==> src/rtl/ttm_pkg.sv <==
// Shared types, constants and the logarithm table of the thermistor temperature block.
package ttm_pkg;

  localparam int SAMPLE_W   = 10;
  localparam int SUM_W      = 16;
  localparam int SER_W      = 20;
  localparam int LIM_W      = 22;
  localparam int CORR_W     = 11;
  localparam int TEMP_W     = 17;
  localparam int CFG_IDX_W  = 2;
  localparam int CFG_DATA_W = 22;

  localparam logic [CFG_IDX_W-1:0] REG_SERIES = 2'd0;
  localparam logic [CFG_IDX_W-1:0] REG_LIMIT  = 2'd1;
  localparam logic [CFG_IDX_W-1:0] REG_CORR   = 2'd2;

  localparam int LN_W  = 21;
  localparam int LQ_W  = 21;
  localparam int L2_W  = 26;
  localparam int L3_W  = 31;
  localparam int T1_W  = 33;
  localparam int DIV_W = 54;
  localparam int DVS_W = 35;
  localparam int D_W   = 36;
  localparam int DCNT_W = $clog2(DIV_W);

  localparam logic [28:0] COEF_A   = 29'd416822000;
  localparam logic [27:0] COEF_B   = 28'd262234000;
  localparam logic [22:0] COEF_C   = 23'd6726371;
  localparam logic [15:0] LN2_Q16  = 16'd45426;
  localparam logic [DIV_W-1:0] ONE_E14 = 54'd100000000000000;
  localparam logic signed [19:0] KELVIN_OFS = 20'sd27315;

  // Division by 25 of values below 2^21 as a multiply by ceil(2^26/25) and a shift.
  localparam logic [21:0] RCP25  = 22'd2684355;
  localparam logic [4:0]  DIV25  = 5'd25;
  localparam int          RCP_SH = 26;

  localparam logic signed [TEMP_W-1:0] TEMP_MISSING = -17'sd40000;
  localparam logic signed [TEMP_W-1:0] TEMP_MAX     = 17'sd30000;
  localparam logic signed [TEMP_W-1:0] TEMP_MIN     = -17'sd10000;

  localparam int OP_W = 5;
  localparam logic [OP_W-1:0] OP_NONE  = 5'd0;
  localparam logic [OP_W-1:0] OP_ACC   = 5'd1;
  localparam logic [OP_W-1:0] OP_TRIM  = 5'd2;
  localparam logic [OP_W-1:0] OP_MUL   = 5'd3;
  localparam logic [OP_W-1:0] OP_NORM  = 5'd4;
  localparam logic [OP_W-1:0] OP_LN    = 5'd5;
  localparam logic [OP_W-1:0] OP_LQ    = 5'd6;
  localparam logic [OP_W-1:0] OP_SQ    = 5'd7;
  localparam logic [OP_W-1:0] OP_CUBE  = 5'd8;
  localparam logic [OP_W-1:0] OP_TERMS = 5'd9;
  localparam logic [OP_W-1:0] OP_DSUM  = 5'd10;
  localparam logic [OP_W-1:0] OP_MISS  = 5'd11;
  localparam logic [OP_W-1:0] OP_HOT   = 5'd12;
  localparam logic [OP_W-1:0] OP_FIN   = 5'd13;
  localparam logic [OP_W-1:0] OP_LOAD  = 5'd14;
  localparam logic [OP_W-1:0] OP_Q3H   = 5'd15;
  localparam logic [OP_W-1:0] OP_Q3L   = 5'd16;

  typedef struct packed {
    logic [OP_W-1:0] op;
    logic            div_start;
  } cmd_t;

  typedef struct packed {
    logic last;
    logic trim_zero;
    logic n_nonpos;
    logic series_zero;
    logic over_limit;
    logic norm_done;
    logic div_busy;
    logic d_nonpos;
  } status_t;

  function automatic logic [15:0] lnt(input logic [4:0] k);
    logic [15:0] v;
    case (k)
      5'd0:    v = 16'd0;
      5'd1:    v = 16'd3973;
      5'd2:    v = 16'd7719;
      5'd3:    v = 16'd11262;
      5'd4:    v = 16'd14624;
      5'd5:    v = 16'd17821;
      5'd6:    v = 16'd20870;
      5'd7:    v = 16'd23783;
      5'd8:    v = 16'd26573;
      5'd9:    v = 16'd29248;
      5'd10:   v = 16'd31818;
      5'd11:   v = 16'd34292;
      5'd12:   v = 16'd36675;
      5'd13:   v = 16'd38975;
      5'd14:   v = 16'd41196;
      5'd15:   v = 16'd43345;
      5'd16:   v = 16'd45426;
      default: v = 16'd0;
    endcase
    return v;
  endfunction

endpackage

==> src/rtl/ttm_ctrl.sv <==
// Controller state machine sequencing accumulation, conversion and result hand-off.
module ttm_ctrl import ttm_pkg::*; (
  input  logic    clk_i,
  input  logic    rst_ni,
  input  logic    in_valid_i,
  output logic    in_ready_o,
  output logic    out_valid_o,
  input  logic    out_ready_i,
  input  status_t status_i,
  output cmd_t    cmd_o
);

  localparam int ST_W = 5;
  localparam logic [ST_W-1:0] S_IDLE  = 5'd0;
  localparam logic [ST_W-1:0] S_TRIM  = 5'd1;
  localparam logic [ST_W-1:0] S_MUL   = 5'd2;
  localparam logic [ST_W-1:0] S_CHK   = 5'd3;
  localparam logic [ST_W-1:0] S_NORM  = 5'd4;
  localparam logic [ST_W-1:0] S_LN    = 5'd5;
  localparam logic [ST_W-1:0] S_LQ    = 5'd6;
  localparam logic [ST_W-1:0] S_SQ    = 5'd7;
  localparam logic [ST_W-1:0] S_CUBE  = 5'd8;
  localparam logic [ST_W-1:0] S_TERMS = 5'd9;
  localparam logic [ST_W-1:0] S_Q3H   = 5'd10;
  localparam logic [ST_W-1:0] S_Q3L   = 5'd11;
  localparam logic [ST_W-1:0] S_DSUM  = 5'd12;
  localparam logic [ST_W-1:0] S_DCHK  = 5'd13;
  localparam logic [ST_W-1:0] S_DIVTW = 5'd14;
  localparam logic [ST_W-1:0] S_FIN   = 5'd15;
  localparam logic [ST_W-1:0] S_LOAD  = 5'd16;

  logic [ST_W-1:0] state_q, state_d;
  logic            out_valid_q, out_valid_d;
  logic            accept;

  assign in_ready_o = state_q == S_IDLE;
  assign accept     = in_valid_i && (state_q == S_IDLE);

  always_comb begin
    state_d       = state_q;
    out_valid_d   = out_valid_q && !out_ready_i;
    cmd_o.op        = OP_NONE;
    cmd_o.div_start = 1'b0;
    case (state_q)
      S_IDLE: begin
        if (accept) begin
          cmd_o.op = OP_ACC;
          if (status_i.last) state_d = S_TRIM;
        end
      end
      S_TRIM: begin
        cmd_o.op = OP_TRIM;
        state_d  = S_MUL;
      end
      S_MUL: begin
        cmd_o.op = OP_MUL;
        state_d  = S_CHK;
      end
      S_CHK: begin
        if (status_i.trim_zero) begin
          cmd_o.op = OP_MISS;
          state_d  = S_LOAD;
        end else if (status_i.n_nonpos || status_i.series_zero) begin
          cmd_o.op = OP_HOT;
          state_d  = S_LOAD;
        end else if (status_i.over_limit) begin
          cmd_o.op = OP_MISS;
          state_d  = S_LOAD;
        end else begin
          state_d = S_NORM;
        end
      end
      S_NORM: begin
        if (status_i.norm_done) begin
          state_d = S_LN;
        end else begin
          cmd_o.op = OP_NORM;
        end
      end
      S_LN: begin
        cmd_o.op = OP_LN;
        state_d  = S_LQ;
      end
      S_LQ: begin
        cmd_o.op = OP_LQ;
        state_d  = S_SQ;
      end
      S_SQ: begin
        cmd_o.op = OP_SQ;
        state_d  = S_CUBE;
      end
      S_CUBE: begin
        cmd_o.op = OP_CUBE;
        state_d  = S_TERMS;
      end
      S_TERMS: begin
        cmd_o.op = OP_TERMS;
        state_d  = S_Q3H;
      end
      S_Q3H: begin
        cmd_o.op = OP_Q3H;
        state_d  = S_Q3L;
      end
      S_Q3L: begin
        cmd_o.op = OP_Q3L;
        state_d  = S_DSUM;
      end
      S_DSUM: begin
        cmd_o.op = OP_DSUM;
        state_d  = S_DCHK;
      end
      S_DCHK: begin
        if (status_i.d_nonpos) begin
          cmd_o.op = OP_HOT;
          state_d  = S_LOAD;
        end else begin
          cmd_o.div_start = 1'b1;
          state_d         = S_DIVTW;
        end
      end
      S_DIVTW: begin
        if (!status_i.div_busy) state_d = S_FIN;
      end
      S_FIN: begin
        cmd_o.op = OP_FIN;
        state_d  = S_LOAD;
      end
      S_LOAD: begin
        if (!out_valid_q || out_ready_i) begin
          cmd_o.op    = OP_LOAD;
          out_valid_d = 1'b1;
          state_d     = S_IDLE;
        end
      end
      default: state_d = S_IDLE;
    endcase
  end

  always_ff @(posedge clk_i or negedge rst_ni) begin
    if (!rst_ni) begin
      state_q     <= S_IDLE;
      out_valid_q <= 1'b0;
    end else begin
      state_q     <= state_d;
      out_valid_q <= out_valid_d;
    end
  end

  assign out_valid_o = out_valid_q;

endmodule

==> config.mk <==
export PLATFORM = sky130hd
export DESIGN_NAME = ttm_ctrl
export DESIGN_NICKNAME = d
export VERILOG_FILES = /design/src/rtl/ttm_pkg.sv /design/src/rtl/ttm_ctrl.sv
export SDC_FILE = /design/constraint.sdc
export NUM_CORES = 1
export LEC_CHECK = 0
export BUFFER_PORTS_ARGS = -buffer_cell sky130_fd_sc_hd__buf_2
export CAP_MARGIN = 10
export CORE_AREA = 2 2 39 41
export DETAILED_ROUTE_END_ITERATION = 6
export DIE_AREA = 0 0 41 43
export GPL_ROUTABILITY_DRIVEN = 0
export PLACE_DENSITY = 0.71
export SYNTH_ARGS = -nofsm -noshare
export SYNTH_HDL_FRONTEND = slang
export SYNTH_SLANG_ARGS = --single-unit
export TNS_END_PERCENT = 50
==> constraint.sdc <==
create_clock -name clk_i -period 1.4 [get_ports clk_i]
set_input_delay 0.07 -clock clk_i [delete_from_list [all_inputs] [get_ports clk_i]]
set_output_delay 0.07 -clock clk_i [all_outputs]
set_load 0.02 [all_outputs]
==> metrics <==
status finished, violations left; failing checks setup timing; Final Hold Fails 0; pin count of the biggest net entering global routing 13; P_leak 0.4522 nW; number of synthesized flops with an enable pin 0; Root Driver clkbuf_4; Post-Syn Instances 76; fmax 0.5808 GHz; CP Class reg2out; most frequent cells after synthesis nor2_1 (8), a21oi_1 (7), dfrtp_1 (6), o21ai_0 (6), nor4_1 (4); RSZ-0062 raised after global routing yes; CP bufs+invs 1; Port Buf Inserts 19; Routed WL per cell 16.37 um; Reg clk slew, reported paths 0.05 ns; Synth Cell Area 575.6 um^2; period utilisation layout 123.0%; CTS sink count 6; Rows 14; Hold Path Class in2async; Yosys warning count 0; Pins Over Slew Limit 0; die width 41 um; die height 43 um; hold slack 0.1731 ns; Yosys reg bits 6; final setup vio count 8; Netlist cell types 33; DR vias/cell 6.097; DRC 0; vias in the first global route 723; slowest cell on the critical path dfrtp_2; core area 1384 um^2; CP cell instances or2_4 -> o21ai_1 -> nand4b_1 -> o311ai_2 -> buf_4; H-tree Lvls 1; share of the synthesized area in the top cell type 26.09%; sequential share of the synthesized area 26.09%; count of TritonRoute iterations in the first routing pass 4; Vias 817; Peak VDD IR 0.001227 V; Synth area leader dfrtp_1; Final WS setup -0.3219 ns; # IOs 20; antenna diode count 0; CP max FO 5; worst-case clock buffer depth 2; async set-reset flop share out of synthesis 100.0%; Min Clock Period, post-route 1.722 ns; Slew @ Worst Pin 0.5205 ns; Post-layout nets 132; Startpoint Class register; initial antenna violation count 0; antenna viol nets, final 0; clock latency on the worst-skew pair 0.24 ns; Initial DRC Count 28; Setup Skew 0.005358 ns; Top FF cell, synth dfrtp_1; top cells by area, synth dfrtp_1 (26%), a21oi_1 (6.1%), o21ai_0 (5.2%); DIE AREA 1763 um^2; gr usage total 24.42%; CP max stage delay 0.45 ns; dpl hpwl 1.274 mm; Post-Syn Nets 88; CP required 1.33 ns; wire length of the first global-routing pass 3.049 mm; crit path DAT 1.65 ns; CP endpoint kind output pin; total clock buffers created by CTS 3; PwrDens 2309 nW/um^2; Crit path max-delay family simple AND/OR/NAND/NOR gates; final WL 2.194 mm; setup TNS -1.390 ns; max_cap viols 0; count leader, synth nor2_1; synth-to-layout area growth 71.96%; CTS tree yes; Starting Density 41.59%; share of cells above drive strength 1 56.78%; Max transition margin 64.98%; Congestion Overflow GR 0; syn avg cell area 7.573 um^2
==> power breakdown <==
group	switching, mW	internal [mW]	total, mW
Clock	0.0584	0.0967	0.155
Sequential	0.112	0.244	0.357
Combinational	0.861	0.912	1.77
==> cell families (layout without fill, tap and decap cells) <==
logic type             Yosys count  in the layout  share of synthesized area (%)
DFF                              6              6                          26.09
AOI/OAI and AO/OA               26             26                          30.44
buffers and inverters            9             51                          8.479
and+or+nand+nor                 35             35                          35.00
==> worst register-to-register path: stages, from the launching register on <==
cell and delay, ns:
dfrtp_2 0.45, or2_4 0.27, o21ai_1 0.19, nand4b_1 0.20
buf_4 0.19, o21ai_0 0.07
==> area by class of cell <==
| class | instances | area (um^2) |
|---|---|---|
| fill | 111 | 394.1 |
| clock buffer | 3 | 22.52 |
| sequential | 6 | 153.9 |
| inverter | 2 | 7.507 |
| tap | 16 | 20.02 |
| multi-input combinational | 61 | 439.2 |
| timing repair buffer | 46 | 346.6 |
==> placed cells by master, fill, tap and decap left out, types with 2 or more instances in the layout <==
| master | n |
|---|---|
| buf_4 | 26 |
| buf_2 | 13 |
| nor2_1 | 7 |
| a21oi_1 | 5 |
| o21ai_0 | 5 |
| buf_6 | 5 |
| nand3_1 | 3 |
| nor4_1 | 3 |
| clkbuf_4 | 3 |
| dfrtp_1 | 3 |
| dfrtp_2 | 3 |
| nand2b_1 | 2 |
| nand4_1 | 2 |
| o21ai_1 | 2 |
| or3_1 | 2 |
| nand2_1 | 2 |
| a21oi_2 | 2 |
| nand4b_1 | 2 |
| a211oi_1 | 2 |
==> worst paths after layout <==
kind,to,start,slack [ns],cells after the start
setup reg to reg,state_q[4],state_q[3],-0.03,5
hold reg to reg,out_valid_o,out_valid_o,0.57,2
max in group asynchronous,state_q[3],rst_ni,1.06,2
hold / removal,state_q[2],rst_ni,0.17,2
min in group clk_i,out_valid_o,out_ready_i,0.19,3
setup / recovery,cmd_o[4],state_q[3],-0.32,5
==> flip-flops by register name (all words and copies together) (netlist names) <==
| name | flops |
|---|---|
| state_q | 5 |
| out_valid_o | 1 |
==> layer usage <==
layer,GRT usage (%),up-vias,wire (um)
met4,10.00,0,29
met5,0,-,0
li1,-,379,-
met3,1.571,4,83
met1,34.64,404,930
met2,36.88,30,1150
==> timing repair <==
item	4_1_cts	5_1_grt
resized for setup	12	16
endpoints found under the hold margin	6	0
hold buffers	1	0
setup endpoints to repair	7	10
setup buffers	5	3
pin swaps	4	7
==> per-stage QoR <==
| step | power [mW] | setup WS, ns | cells | util [%] | cell area (um^2) |
|---|---|---|---|---|---|
| final | 2.286 | -0.3219 | 134 | 71.52 | 989.7 |
| after global routing | 2.423 | -0.3705 | 134 | 71.52 | 989.7 |
| after CTS | 1.993 | -0.2844 | 131 | 65.73 | 909.6 |
| after detailed placement | 1.620 | -0.1377 | 122 | 57.69 | 798.3 |
| after global placement | 1.609 | -0.1307 | 122 | 57.69 | 798.3 |
| after floorplan | 1.134 | -0.01222 | 76 | - | 589.3 |
(Power assumes the default switching activity.)
